$ cat src/hdl/drd_pkg.sv
// ---------------------------------------------------------------------------
// drd_pkg - datagram receive deframer shared definitions
// Item codes, result codes, parser phases and the reflected CRC-32 helpers.
// ---------------------------------------------------------------------------
`default_nettype none

package drd_pkg;

  // Item kinds on the request channel
  typedef enum logic [1:0] {
    MODE_DATA  = 2'd0,
    MODE_START = 2'd1,
    MODE_TICK  = 2'd2,
    MODE_ARM   = 2'd3
  } mode_t;

  typedef enum logic [1:0] {
    RESP_OK        = 2'd0,
    RESP_NOT_ARMED = 2'd1,
    RESP_BUSY      = 2'd2,
    RESP_NO_DGRAM  = 2'd3
  } resp_t;

  typedef enum logic [1:0] {
    VERDICT_COMPLETE = 2'd0,
    VERDICT_SOFT     = 2'd1,
    VERDICT_CRC_BAD  = 2'd2,
    VERDICT_TIMEOUT  = 2'd3
  } verdict_t;

  typedef enum logic [1:0] {
    LS_IDLE     = 2'd0,
    LS_ACTIVE   = 2'd1,
    LS_COMPLETE = 2'd2,
    LS_ERROR    = 2'd3
  } link_t;

  typedef enum logic [2:0] {
    PH_VERSION = 3'd0,
    PH_CRC     = 3'd1,
    PH_TYPE    = 3'd2,
    PH_DLEN    = 3'd3,
    PH_DEST    = 3'd4,
    PH_LEN     = 3'd5,
    PH_DATA    = 3'd6
  } phase_t;

  // Configuration register indexes
  localparam logic [1:0] REG_EXP_VERSION = 2'd0;
  localparam logic [1:0] REG_OWN_NODE    = 2'd1;
  localparam logic [1:0] REG_TIMEOUT     = 2'd2;

  localparam logic [7:0]  EXP_VERSION_RST = 8'd1;
  localparam logic [7:0]  OWN_NODE_RST    = 8'd0;
  localparam logic [15:0] TIMEOUT_RST     = 16'd25;

  localparam logic [31:0] CRC_POLY = 32'hEDB88320;
  localparam logic [31:0] CRC_INIT = 32'hFFFFFFFF;

  typedef struct packed {
    logic [7:0]  exp_version;
    logic [7:0]  own_node;
    logic [15:0] timeout;
  } drd_cfg_t;

  typedef struct packed {
    resp_t       response;
    logic        payload_valid;
    logic [7:0]  payload_byte;
    logic        finished;
    verdict_t    verdict;
    logic [7:0]  frame_type;
    logic [7:0]  dest_count;
    logic [15:0] payload_length;
    logic [31:0] crc_word;
  } drd_result_t;

  // One byte of reflected CRC-32; pure XOR network
  function automatic logic [31:0] crc_byte(input logic [31:0] crc, input logic [7:0] b);
    logic [31:0] c;
    c = crc ^ {24'd0, b};
    for (int i = 0; i < 8; i++) begin
      c = c[0] ? ((c >> 1) ^ CRC_POLY) : (c >> 1);
    end
    return c;
  endfunction

  // Four bytes, least significant first
  function automatic logic [31:0] crc_word(input logic [31:0] crc, input logic [31:0] w);
    logic [31:0] c;
    c = crc_byte(crc, w[7:0]);
    c = crc_byte(c, w[15:8]);
    c = crc_byte(c, w[23:16]);
    c = crc_byte(c, w[31:24]);
    return c;
  endfunction

endpackage

`default_nettype wire

$ cat src/hdl/datagram_receive_deframer.sv
// ---------------------------------------------------------------------------
// datagram_receive_deframer - byte-serial datagram receiver
// Parses armed, start-marked datagrams, passes payload bytes out and checks
// the carried CRC-32 at the end of each datagram.
// ---------------------------------------------------------------------------
// Channel   Direction  Handshake            Content
// request   in         in_valid / in_stall  mode, data_byte
// result    out        out_valid/out_stall  response, payload, end-of-datagram
// config    in         cfg_write_en         cfg_index, cfg_data
//
// Every request yields exactly one result, registered in the cycle after accept.
// One request per cycle: the parser state and the CRC updates settle
// combinationally, and the result register frees the input side while a result
// waits; in_stall is raised only when that register is full and stalled.
// rst (synchronous) disarms the receiver, idles the link and loads the
// register defaults: version 1, node id 0, timeout 25 ticks.
// ---------------------------------------------------------------------------
`default_nettype none

module datagram_receive_deframer
  import drd_pkg::*;
(
  input  wire logic        clk,
  input  wire logic        rst,
  // request channel
  input  wire logic        in_valid,
  output logic             in_stall,
  input  wire logic [1:0]  mode,
  input  wire logic [7:0]  data_byte,
  // result channel
  output logic             out_valid,
  input  wire logic        out_stall,
  output logic [1:0]       response,
  output logic             payload_valid,
  output logic [7:0]       payload_byte,
  output logic             finished,
  output logic [1:0]       verdict,
  output logic [7:0]       frame_type,
  output logic [7:0]       dest_count,
  output logic [15:0]      payload_length,
  output logic [31:0]      crc_word,
  // configuration
  input  wire logic        cfg_write_en,
  input  wire logic [1:0]  cfg_index,
  input  wire logic [15:0] cfg_data
);

  drd_cfg_t    cfg;
  drd_result_t res;
  drd_result_t res_q;
  logic        take;

  // accept whenever the result register is free or being emptied
  assign in_stall = out_valid & out_stall;
  assign take     = in_valid & ~in_stall;

  // configuration registers; indexes past the list are ignored
  always_ff @(posedge clk) begin
    if (rst) begin
      cfg.exp_version <= EXP_VERSION_RST;
      cfg.own_node    <= OWN_NODE_RST;
      cfg.timeout     <= TIMEOUT_RST;
    end else if (cfg_write_en) begin
      case (cfg_index)
        REG_EXP_VERSION: cfg.exp_version <= cfg_data[7:0];
        REG_OWN_NODE:    cfg.own_node    <= cfg_data[7:0];
        REG_TIMEOUT:     cfg.timeout     <= cfg_data;
        default:         ;
      endcase
    end
  end

  drd_core u_core (
    .clk       (clk),
    .rst       (rst),
    .take      (take),
    .mode      (mode),
    .data_byte (data_byte),
    .cfg       (cfg),
    .res       (res)
  );

  // result register
  always_ff @(posedge clk) begin
    if (rst) begin
      out_valid <= 1'b0;
    end else if (take) begin
      out_valid <= 1'b1;
    end else if (!out_stall) begin
      out_valid <= 1'b0;
    end
  end

  always_ff @(posedge clk) begin
    if (take) begin
      res_q <= res;
    end
  end

  assign response       = res_q.response;
  assign payload_valid  = res_q.payload_valid;
  assign payload_byte   = res_q.payload_byte;
  assign finished       = res_q.finished;
  assign verdict        = res_q.verdict;
  assign frame_type     = res_q.frame_type;
  assign dest_count     = res_q.dest_count;
  assign payload_length = res_q.payload_length;
  assign crc_word       = res_q.crc_word;

endmodule

`default_nettype wire

$ cat src/hdl/drd_core.sv
// ---------------------------------------------------------------------------
// drd_core - datagram parser state and per-item result
// Holds the datagram state and forms the result of the presented item.
// ---------------------------------------------------------------------------
`default_nettype none

module drd_core
  import drd_pkg::*;
(
  input  wire logic        clk,
  input  wire logic        rst,
  input  wire logic        take,
  input  wire logic [1:0]  mode,
  input  wire logic [7:0]  data_byte,
  input  wire drd_cfg_t    cfg,
  output drd_result_t      res
);

  logic        armed, armed_next;
  link_t       link_status, link_status_next;
  logic        soft_flag, soft_flag_next;
  phase_t      phase, phase_next;
  logic [15:0] field_count, field_count_next;
  logic [31:0] carried_crc, carried_crc_next;
  logic [7:0]  type_hold, type_hold_next;
  logic [7:0]  dest_len_hold, dest_len_hold_next;
  logic [15:0] length_hold, length_hold_next;
  logic        id_seen, id_seen_next;
  logic [31:0] dest_crc, dest_crc_next;
  logic [31:0] payload_crc, payload_crc_next;
  // running CRC over type, count, destination CRC and length
  logic [31:0] check_crc, check_crc_next;
  logic [15:0] idle_ticks, idle_ticks_next;

  // decisions handed to the output block
  resp_t       resp;
  logic        fin;
  verdict_t    fin_verdict;
  logic        pay_out;

  mode_t       m;
  logic [7:0]  b;
  logic [15:0] fc_inc;
  logic [15:0] tick_inc;
  logic [31:0] final_crc;

  assign m        = mode_t'(mode);
  assign b        = data_byte;
  assign fc_inc   = field_count + 16'd1;
  assign tick_inc = (idle_ticks == 16'hFFFF) ? idle_ticks : idle_ticks + 16'd1;

  // next state
  always_comb begin
    armed_next         = armed;
    link_status_next   = link_status;
    soft_flag_next     = soft_flag;
    phase_next         = phase;
    field_count_next   = field_count;
    carried_crc_next   = carried_crc;
    type_hold_next     = type_hold;
    dest_len_hold_next = dest_len_hold;
    length_hold_next   = length_hold;
    id_seen_next       = id_seen;
    dest_crc_next      = dest_crc;
    payload_crc_next   = payload_crc;
    check_crc_next     = check_crc;
    idle_ticks_next    = idle_ticks;
    final_crc          = 32'd0;
    resp               = RESP_OK;
    fin                = 1'b0;
    fin_verdict        = VERDICT_COMPLETE;
    pay_out            = 1'b0;

    if (m == MODE_ARM) begin
      if (link_status == LS_ACTIVE) begin
        resp = RESP_BUSY;
      end else begin
        armed_next = 1'b1;
      end
    end else if (!armed) begin
      resp = RESP_NOT_ARMED;
    end else if (m == MODE_START) begin
      if (link_status == LS_ACTIVE && !soft_flag) begin
        resp = RESP_BUSY;
      end else begin
        link_status_next   = LS_ACTIVE;
        soft_flag_next     = 1'b0;
        phase_next         = PH_VERSION;
        field_count_next   = 16'd0;
        carried_crc_next   = 32'd0;
        type_hold_next     = 8'd0;
        dest_len_hold_next = 8'd0;
        length_hold_next   = 16'd0;
        id_seen_next       = 1'b0;
        dest_crc_next      = CRC_INIT;
        payload_crc_next   = CRC_INIT;
        check_crc_next     = CRC_INIT;
        idle_ticks_next    = 16'd0;
      end
    end else if (link_status != LS_ACTIVE) begin
      resp = RESP_NO_DGRAM;
    end else if (soft_flag) begin
      // datagram already ended softly: drop silently
    end else if (m == MODE_TICK) begin
      idle_ticks_next = tick_inc;
      if (tick_inc >= cfg.timeout) begin
        armed_next       = 1'b0;
        link_status_next = LS_ERROR;
        fin              = 1'b1;
        fin_verdict      = VERDICT_TIMEOUT;
      end
    end else begin
      idle_ticks_next = 16'd0;
      case (phase)
        PH_VERSION: begin
          if (b != cfg.exp_version) begin
            soft_flag_next = 1'b1;
            fin            = 1'b1;
            fin_verdict    = VERDICT_SOFT;
          end else begin
            phase_next       = PH_CRC;
            field_count_next = 16'd0;
          end
        end
        PH_CRC: begin
          case (field_count[1:0])
            2'd0:    carried_crc_next[7:0]   = carried_crc[7:0]   | b;
            2'd1:    carried_crc_next[15:8]  = carried_crc[15:8]  | b;
            2'd2:    carried_crc_next[23:16] = carried_crc[23:16] | b;
            default: carried_crc_next[31:24] = carried_crc[31:24] | b;
          endcase
          field_count_next = fc_inc;
          if (fc_inc >= 16'd4) begin
            phase_next = PH_TYPE;
          end
        end
        PH_TYPE: begin
          type_hold_next = b;
          check_crc_next = crc_byte(CRC_INIT, b);
          phase_next     = PH_DLEN;
        end
        PH_DLEN: begin
          dest_len_hold_next = b;
          field_count_next   = 16'd0;
          id_seen_next       = 1'b0;
          check_crc_next     = crc_byte(check_crc, b);
          if (b == 8'd0) begin
            soft_flag_next = 1'b1;
            fin            = 1'b1;
            fin_verdict    = VERDICT_SOFT;
          end else begin
            phase_next = PH_DEST;
          end
        end
        PH_DEST: begin
          dest_crc_next    = crc_byte(dest_crc, b);
          id_seen_next     = id_seen | (b == cfg.own_node);
          field_count_next = fc_inc;
          if (fc_inc >= {8'd0, dest_len_hold}) begin
            if (!id_seen_next) begin
              soft_flag_next = 1'b1;
              fin            = 1'b1;
              fin_verdict    = VERDICT_SOFT;
            end else begin
              phase_next       = PH_LEN;
              field_count_next = 16'd0;
              check_crc_next   = crc_word(check_crc, ~dest_crc_next);
            end
          end
        end
        PH_LEN: begin
          check_crc_next = crc_byte(check_crc, b);
          if (field_count == 16'd0) begin
            length_hold_next = {8'd0, b};
            field_count_next = 16'd1;
          end else begin
            length_hold_next = {b, length_hold[7:0]};
            field_count_next = 16'd0;
            if (length_hold_next == 16'd0) begin
              armed_next = 1'b0;
              fin        = 1'b1;
              final_crc  = ~crc_word(check_crc_next, ~payload_crc_next);
              if (final_crc == carried_crc) begin
                link_status_next = LS_COMPLETE;
                fin_verdict      = VERDICT_COMPLETE;
              end else begin
                link_status_next = LS_ERROR;
                fin_verdict      = VERDICT_CRC_BAD;
              end
            end else begin
              phase_next = PH_DATA;
            end
          end
        end
        default: begin
          pay_out          = 1'b1;
          payload_crc_next = crc_byte(payload_crc, b);
          field_count_next = fc_inc;
          if (fc_inc >= length_hold) begin
            armed_next = 1'b0;
            fin        = 1'b1;
            final_crc  = ~crc_word(check_crc_next, ~payload_crc_next);
            if (final_crc == carried_crc) begin
              link_status_next = LS_COMPLETE;
              fin_verdict      = VERDICT_COMPLETE;
            end else begin
              link_status_next = LS_ERROR;
              fin_verdict      = VERDICT_CRC_BAD;
            end
          end
        end
      endcase
    end
  end

  // result of this item; held fields are shown only when it ends the datagram
  always_comb begin
    res                = '0;
    res.response       = resp;
    res.payload_valid  = pay_out;
    res.payload_byte   = pay_out ? b : 8'd0;
    res.finished       = fin;
    if (fin) begin
      res.verdict        = fin_verdict;
      res.frame_type     = type_hold_next;
      res.dest_count     = dest_len_hold_next;
      res.payload_length = length_hold_next;
      res.crc_word       = carried_crc_next;
    end
  end

  always_ff @(posedge clk) begin
    if (rst) begin
      armed         <= 1'b0;
      link_status   <= LS_IDLE;
      soft_flag     <= 1'b0;
      phase         <= PH_VERSION;
      field_count   <= 16'd0;
      carried_crc   <= 32'd0;
      type_hold     <= 8'd0;
      dest_len_hold <= 8'd0;
      length_hold   <= 16'd0;
      id_seen       <= 1'b0;
      dest_crc      <= CRC_INIT;
      payload_crc   <= CRC_INIT;
      check_crc     <= CRC_INIT;
      idle_ticks    <= 16'd0;
    end else if (take) begin
      armed         <= armed_next;
      link_status   <= link_status_next;
      soft_flag     <= soft_flag_next;
      phase         <= phase_next;
      field_count   <= field_count_next;
      carried_crc   <= carried_crc_next;
      type_hold     <= type_hold_next;
      dest_len_hold <= dest_len_hold_next;
      length_hold   <= length_hold_next;
      id_seen       <= id_seen_next;
      dest_crc      <= dest_crc_next;
      payload_crc   <= payload_crc_next;
      check_crc     <= check_crc_next;
      idle_ticks    <= idle_ticks_next;
    end
  end

endmodule

`default_nettype wire

$ cat config.mk
export PLATFORM = sky130hd
export DESIGN_NAME = datagram_receive_deframer
export DESIGN_NICKNAME = d
export VERILOG_FILES = /design/src/hdl/drd_pkg.sv /design/src/hdl/datagram_receive_deframer.sv /design/src/hdl/drd_core.sv
export SDC_FILE = /design/constraint.sdc
export NUM_CORES = 1
export LEC_CHECK = 0
export BUFFER_PORTS_ARGS = -buffer_cell sky130_fd_sc_hd__buf_2
export CORE_MARGIN = 1
export CORE_UTILIZATION = 69
export DETAILED_ROUTE_END_ITERATION = 7
export GPL_TIMING_DRIVEN = 1
export MAX_ROUTING_LAYER = met4
export PLACE_DENSITY = 0.95
export RECOVER_POWER = 25
export SETUP_SLACK_MARGIN = 0.2
export SYNTH_ARGS = -nofsm -noshare
export SYNTH_HDL_FRONTEND = slang
export SYNTH_HIERARCHICAL = 1
export SYNTH_SLANG_ARGS = --single-unit
$ cat constraint.sdc
create_clock -name clk -period 13 [get_ports clk]
set_clock_uncertainty 0.2 [all_clocks]
set_input_delay 1.3 -clock clk [delete_from_list [all_inputs] [get_ports clk]]
set_output_delay 1.3 -clock clk [all_outputs]
set_load 0.02 [all_outputs]
### After elaboration in Yosys (flattened, before gate mapping)

Index checks and enable logic that the tools add are counted.

| operators by class | value |
|---|---|
| magnitude comparators | 4 |
| equal/unequal tests | 38 |
| add/sub/neg operators | 2 |
| bitwise logic cells | 160 |
| mux-type cells | 288 |
| reduce and logical (&&, ||, !) cells | 32 |

Operator list:

| kind | count |
|---|---|
| two-way mux 32 bit | 153 |
| NOT 13 -> 14 bit | 128 |
| XOR 32 x 8 -> 32 bit | 15 |
| two-way mux 16 bit | 22 |
| two-way mux 8 bit | 20 |
| NOT 32 bit | 5 |
| one-hot mux 32 bit (3 select lines) | 1 |
| one-hot mux 16 bit (5 select lines) | 1 |
| equality test 32 bit | 2 |
| two-way mux 1 bit | 49 |
| two-way mux 2 bit | 23 |
| two-way mux 3 bit | 12 |
| adder 16 x 1 -> 16 bit, second input constant | 2 |
| greater-or-equal comparator 16 bit | 2 |
| zero test 16 bit | 2 |
| NOT 8 -> 32 bit | 1 |
| bitwise OR 8 bit | 4 |
| AND reduction 8 bit | 3 |
| one-hot mux 3 bit (6 select lines) | 1 |
| equality test 16 bit, second input constant | 1 |
| greater-or-equal comparator 16 x 3 -> 1 bit, second input constant | 1 |
| greater-or-equal comparator 16 x 8 -> 1 bit | 1 |
| inequality test 3 x 2 -> 1 bit, second input constant | 5 |
| AND reduction 15 bit | 1 |
| other kinds (39) | 69 |

| word-level totals | value |
|---|---|
| flip-flop bits (word level) | 311 |
| output and inout bits | 80 |
| word-level logic and storage cells | 551 |
| input bits | 33 |

### Longest topological paths before layout

Gate-level depths: netlist (run 1).

| logic depth | value |
|---|---|
| word-level depth | 95 |
| mapped depth | 29 |
| mapped depth without buffers | 26 |

### Hierarchy

The synthesis (run 1) kept the hierarchy.

By module, submodules not included:

| module | sequential area each (µm²) | area each (µm²) | times used | cells an instance |
|---|---|---|---|---|
| drd_core | 4003.8 | 24897.6 | 1 | 2750 |
| datagram_receive_deframer | 3002.9 | 3733.6 | 1 | 211 |

### Worst setup path before layout (run 1)

OpenSTA, ideal clock, no wires.

| timing | value |
|---|---|
| kind | input to register |
| start point | in out_stall |
| end point | reg u_core.payload_crc[19] |
| arrival time | 7569 ps |
| buffers on the path | 0 |
| library setup time | 123 ps |
| required time | 12677 ps |
| setup slack | 5107 ps |
| cell stages on the path | 7 |
| cell sequence | and2_1 nor2b_1 nand4_1 nor3_1 nand2_1 o22a_1 or2_2 |

| between the ends | value |
|---|---|
| word-level cells in the longest chain between the ends | 4 |

RTL lines:

| element | line | text |
|---|---|---|
| start: declaration | datagram_receive_deframer.sv:32 | `input wire logic out_stall,` |
| bitwise AND 1 bit | datagram_receive_deframer.sv:54 | `assign in_stall = out_valid & out_stall;` |
| NOT 1 bit | datagram_receive_deframer.sv:55 | `assign take = in_valid & ~in_stall;` |
| bitwise AND 1 bit | datagram_receive_deframer.sv:55 |  |
| named net take | datagram_receive_deframer.sv:51 | `logic take;` |
| AND reduction 8 bit (no line) | - |  |
| end signal: assignment | drd_core.sv:260 | `payload_crc <= payload_crc_next;` |
| end: declaration | drd_core.sv:30 | `logic [31:0] payload_crc, payload_crc_next;` |

The timed path passes the listed nets, and every way through them passes these cells.
A chain may end at the register's enable or synchronous reset.

### Worst setup path after layout (run 1)

| timing | value |
|---|---|
| start point | in data_byte[0] |
| end point | reg res_q (netlist bit verdict[1]) (data pin) |

| between the ends | value |
|---|---|
| word-level cells in the longest chain between the ends | 70 |
| elaborated cells between the ends (all ways) | 199 |
| classes of those cells | eq/ne (4); mux (100); bitwise (92); reduce/logical (3) |

RTL lines:

| element | line | text |
|---|---|---|
| start: declaration | datagram_receive_deframer.sv:29 | `input wire logic [7:0] data_byte,` |
| XOR 32 x 8 -> 32 bit | drd_pkg.sv:81 | `c = crc ^ {24'd0, b};` |
| two-way mux 32 bit | drd_pkg.sv:83 | `c = c[0] ? ((c >> 1) ^ CRC_POLY) : (c >> 1);` |
| two-way mux 32 bit or NOT 13 -> 14 bit (tied branches) | - |  |
| NOT 13 -> 14 bit (no line) or two-way mux 32 bit (tied branches) | - |  |
| two-way mux 32 bit or NOT 13 -> 14 bit (tied branches) | - |  |
| NOT 13 -> 14 bit (no line) or two-way mux 32 bit (tied branches) | - |  |
| two-way mux 32 bit | drd_pkg.sv:83 |  |
| two-way mux 32 bit or NOT 13 -> 14 bit (tied branches) | - |  |
| (+54 left out) | - |  |
| two-way mux 32 bit | drd_pkg.sv:83 |  |
| NOT 32 bit | drd_core.sv:182 | `final_crc = ~crc_word(check_crc_next, ~payload_crc_next);` |
| equality test 32 bit | drd_core.sv:183 | `if (final_crc == carried_crc) begin` |
| two-way mux 2 bit | drd_core.sv:183 |  |
| two-way mux 2 bit | drd_core.sv:179 | `if (length_hold_next == 16'd0) begin` |
| two-way mux 2 bit | drd_core.sv:173 | `if (field_count == 16'd0) begin` |
| one-hot mux 2 bit (5 select lines) | drd_core.sv:114 | `case (phase)` |
| two-way mux 2 bit | drd_core.sv:104 | `end else if (m == MODE_TICK) begin` |
| end signal: assignment | datagram_receive_deframer.sv:96 | `res_q <= res;` |
| end: declaration | datagram_receive_deframer.sv:50 | `drd_result_t res_q;` |

Several ways; a longest one is shown, not always the timed one.

==> flow_summary.toml, run 1 <==
[run_status]
status = "complete, but fails checks"
violations = "design-rule violations, max-capacitance violations, max-slew violations"

[critical_path]
reg2reg_to = "verdict[1]"
critPathArrivalTime_ns = 7.82
cp-end-kind = "flip-flop"
critPathRequiredTime_ns = 13.11
critPathLaunchType = "input pin"
r2r_start = "u_core/check_crc[0]"
crit_type = "in -> reg"
rrSetupSlack_ns = 5.78
reg2reg_depth = 14
path_max_fanout = 23

[clock_network]
clock_path_buffers = 3
clkTransAtPathRegs_ns = 0.06
numCtsBuffers = 35
ctsResizeCount = 0
insertion_delay_ns = 0.56
cts_sinks = 311
htree_levels = 2
post_cts.repair.setup_buffers = 0
postCtsHoldBufs = 0
root_buffer = "clkbuf_16"
cts_tree = "done"

[yosys]
netlist.area_leader.share = 0.2282
ys.flop_type = "dfxtp_1"
ys_types = 80
synth_compound_area_frac = 0.1072
synth.area.top_cells = "xnor2_1 (23%), dfxtp_1 (16%), edfxtp_1 (8.2%), xor2_1 (8.0%), xnor3_1 (6.9%)"
synth-simple-area-share = 0.1135
synth_mux_area_frac = 0.01630
ys_seq_elements = 311
synth_edf_count = 78
yosysMostFrequentCell = "xnor2_1"
synth_fa_ha_area_frac = 0.02272
yosysSeqAreaShare = 0.2447
syn_nets = 3046
ys.warnings.count = 6
yosysTopAreaCell = "xnor2_1"
synthCells = 2961
synth_top_family_by_area = "XOR/XNOR gates"
synthArstFlopShare = 0
syn_area_um2 = 28630
synth-xor-area-share = 0.4620
syn_avg_cell_area_um2 = 9.669
ys_top_cells_by_count = "xnor2_1 (746), xor2_1 (261), nor2_1 (252)"

[floorplanning]
rows = 74
num_io_pins = 113
initial_core_util = 0.6996
coreArea_um2 = 40920
die_y_um = 205.7
die_width_um = 205.7
die-area_um2 = 42310

[layout]
drive_gt1_frac = 0.08356
syn_to_final_growth_pct = 6.538
fin_nets = 3052
fillCellCount = 2886

[routing]
first_pass_iters = 8
wirelength_mm = 91.48
ant_nets = 0
wire_per_inst_um = 25.94
drcViolationCount = 7
vias = 22820
vias_per_cell = 6.471
drt_iter0_markers = 2672

[hold_path]
min_path_type = "reg -> reg"
min_path_cells = 2
hold_path_end = "cfg[7]"
holdCritStartpoint = "cfg[7]"

[sta]
slew_headroom = -2.377
finalHoldViolations = 0
worst_pin_slew_ns = 5.065
rsz0062_at_grt = "no"
tns_ns = 0
fin_crit_sh = 0.5937
hold_slack_ns = 0.2779
final.min_clock_period_ns = 7.718
setup_violations = 0
fmax_mhz = 129.6
drv_slew = 260

[place]
place_congestion = 1.050
dp_hpwl_mm = 67.73
numPortBuffers = 112

[global_route]
antenna_found_initial = 2
grt_max_degree = 143
track_usage = 0.4419
overflow = 0
grt_pass1_vias = 22410
grt_pass1_wl_mm = 136.0

[run]
maxCapViolCount = 3
-- worst max-delay path by stage --
stage                  from                      to  depth (start not counted)
4_1_cts        data_byte[0]              verdict[1]                         18
2_1_floorplan     out_stall  u_core/payload_crc[19]                          7
6_report       data_byte[0]              verdict[1]                         18
3_5_place_dp   data_byte[0]              verdict[1]                         18
5_1_grt        data_byte[0]              verdict[1]                         18
3_3_place_gp   data_byte[0]              verdict[1]                         18
-- flip-flops by register name, indices dropped and copies added (netlist names), 16 cells and up --
signal              count
cfg                    32
crc_word               32
u_core/carried_crc     32
u_core/check_crc       32
u_core/dest_crc        32
u_core/payload_crc     32
payload_length         16
u_core/field_count     16
u_core/idle_ticks      16
u_core/length_hold     16
-- routing by layer --
layer  GRT usage  share of wire  wire [µm]
met5           -              0          0
met1      0.5194           0.37      33600
met2      0.7042           0.47      42680
met4      0.2672          0.068       6241
met3     0.07966          0.098       8952
-- per-stage QoR --
stage	area [µm²]	setup WS [ns]	std cells	utilization
after CTS	30600	5.364	3524	0.7476
after global routing	30500	5.059	3526	0.7454
final	30500	5.282	3526	0.7454
after detailed placement	29370	4.825	3462	0.7177
after global placement	29370	4.895	3462	0.7177
after floorplan	28630	5.107	2961	-
-- logic make-up after synthesis --
family                   after synthesis
adder cells (fa/ha/maj)               52
XOR/XNOR                            1215
AND/OR/NAND/NOR                      665
AO/OA/AOI/OAI                        443
flip-flops                           311
multiplexers                          46
buffers and inverters                229
-- critical path, stage by stage --
cell and delay [ns]:
buf_2 0.77, xnor2_4 0.37, xnor2_1 0.51, xnor3_1 0.53, xor3_2 0.40, xnor3_2 0.52
xnor3_2 0.56, xor3_2 0.58, xnor2_4 0.30, xnor2_4 0.14, xnor2_1 0.25, and3_1 0.18
mux2i_1 0.07, a2111oi_1 0.39, nand4_1 0.14, a21oi_1 0.41, nor3_1 0.08, o31a_1 0.29
-- cells in the final DEF (no fill, tap or decap), drive strengths merged, types with 47 or more instances in the layout --
| master | n |
|---|---|
| a21oi | 68 |
| a22oi | 125 |
| buf | 68 |
| clkbuf | 114 |
| dfxtp | 233 |
| edfxtp | 78 |
| ha | 52 |
| inv | 62 |
| nand2 | 94 |
| nand2b | 105 |
| nor2 | 252 |
| nor3 | 47 |
| o21ai | 63 |
| xnor2 | 818 |
| xnor3 | 98 |
| xor2 | 276 |
-- final cells by class --
type                       instances  area [µm²]  area share
antenna                            2       5.005   0.0001641
clock inverter                    18       246.5    0.008081
inverter                          60       225.2    0.007383
clock buffer                      44       980.9     0.03216
tap                              532       665.6     0.02182
timing repair buffer             138       663.1     0.02174
multi-input combinational       2421       20710      0.6789
sequential                       311        7007      0.2297
Power of run 1 is left out: the tool's default activity adds up to more than one toggle a clock period on the data nets, which glitch-free logic cannot reach.
==> run 2, diff against run 1 <==
CORE_UTILIZATION = 64   (was 69)
PLACE_DENSITY = 0.91   (was 0.95)
clock period = 7.5 ns   (was 13 ns; I/O delays follow)
==> run 2 against run 1 <==
Against the previous run:
- the flow finishes with violations (max-capacitance violations, max-slew violations)
- setup slack got worse by 4.7 ns
- via count shrank 0.35%
- wire length decreased by 2.7%
- critical endpoint is now u_core/link_status[0]
==> flow_summary.toml, run 2 (synthesis gave the netlist of run 1 again) <==
[clock_network]
cts_tree = "done"
insertion_delay_ns = 0.56
clock_path_buffers = 3
root_buffer = "clkbuf_16"
cts_sinks = 311
clkTransAtPathRegs_ns = 0.06
htree_levels = 2
postCtsHoldBufs = 0
ctsResizeCount = 0
numCtsBuffers = 37
post_cts.repair.setup_buffers = 0

[routing]
wire_per_inst_um = 24.33
vias_per_cell = 6.214
drt_iter0_markers = 2437
ant_nets = 0
wirelength_mm = 89.02
vias = 22740
first_pass_iters = 6
drcViolationCount = 0

[global_route]
grt_max_degree = 109
grt_pass1_vias = 22220
overflow = 0
grt_pass1_wl_mm = 133.1
antenna_found_initial = 0
track_usage = 0.4003

[place]
place_inst = 3593
place_congestion = 1.052
numPortBuffers = 112
dp_hpwl_mm = 68.44

[layout]
final_cell_mix = "xnor2_1 (746), xor2_1 (261), nor2_1 (252)"
drive_gt1_frac = 0.1021
fin_nets = 3125
final_cells = 3659
mostFrequentLayoutCell = "xnor2_1"
fillCellCount = 3401
antenna_cells = 0
syn_to_final_growth_pct = 8.696

[hold_path]
min_path_type = "in -> reg"
holdCritStartpoint = "in_valid"

[floorplanning]
die_width_um = 213.5
initial_core_util = 0.6489
coreArea_um2 = 44120
num_io_pins = 113
rows = 77
die_y_um = 213.5
die-area_um2 = 45590

[run_status]
violations = "max-capacitance violations, max-slew violations"
status = "complete, but fails checks"

[sta]
setup_violations = 0
tns_ns = 0
finalHoldViolations = 0
slew_headroom = -1.838
worst_pin_slew_ns = 4.257
drv_slew = 217
final.min_clock_period_ns = 6.913
fmax_mhz = 144.6
fin_crit_sh = 0.9218
rsz0062_at_grt = "no"

[critical_path]
critPathLaunchType = "flip-flop"
critPathRequiredTime_ns = 7.51
path_max_fanout = 8
r2r_start = "u_core/check_crc[0]"
cp-end-kind = "flip-flop"
crit_type = "reg -> reg"
critPathArrivalTime_ns = 6.93
crit_start = "u_core/check_crc[0]"

[run]
maxCapViolCount = 3
==> run 2: cell types whose count changed in the layout (fill, tap and decap cells not counted), sizes merged <==
cell	change
clkinv	+1
clkinvlp	+2
clkbuf	+11
bufinv	-2
diode	-2
buf	+64
inv	-1
==> run 2: cell type report <==
type | count | area (µm²) | share of cell area
Timing Repair Buffer | 209 | 1200 | 0.03856
Tap cell | 592 | 740.7 | 0.02380
Clock buffer | 48 | 1020 | 0.03277
Multi-Input combinational cell | 2421 | 20710 | 0.6654
Sequential cell | 311 | 7007 | 0.2251
Clock inverter | 18 | 221.5 | 0.007116
Inverter | 60 | 225.2 | 0.007237
==> run 2: path summary, 6_finish.rpt <==
path	endpoint	slack [ns]	depth (start not counted)
setup / recovery	u_core/link_status[0]	0.59	17
hold / removal	out_valid	0.23	3
setup reg to reg	u_core/link_status[0]	0.59	17
hold reg to reg	cfg[10]	0.27	2
==> run 2: metrics by stage <==
stage	hold slack (ns)	cell area [µm²]	util	setup WS (ns)
floorplan	0.2427	28630	-	1.241
global placement	0.2537	29990	0.6797	0.4281
detailed placement	0.2671	29990	0.6797	0.4328
CTS	0.2143	31230	0.7078	0.7100
global route	0.2291	31120	0.7053	0.2635
finish	0.2291	31120	0.7053	0.5866
==> run 2: worst max-delay path, cell delays in order (launching register included) <==
cell and delay (ns):
dfxtp_1 0.51, buf_4 0.28, xor2_4 0.30, xnor3_2 0.58
xnor3_2 0.55, xnor2_4 0.41, xnor3_1 0.61, xnor2_1 0.56
xnor3_2 0.48, xnor2_4 0.29, xnor2_1 0.15, or2_1 0.23
mux2_2 0.26, nor3_1 0.13, o22ai_1 0.11, a2111oi_2 0.58
mux2_2 0.26, a221oi_1 0.06
==> run 2: layer usage <==
metal  track usage  share of wire  vias to the layer above
li1              -              -                    10210
met1        0.4840           0.38                    10890
met2        0.6383           0.47                     1296
met3       0.06605          0.086                      340
met4        0.2192          0.062                        0
met5             -              0                        -
Power of run 2 is left out for the same reason.
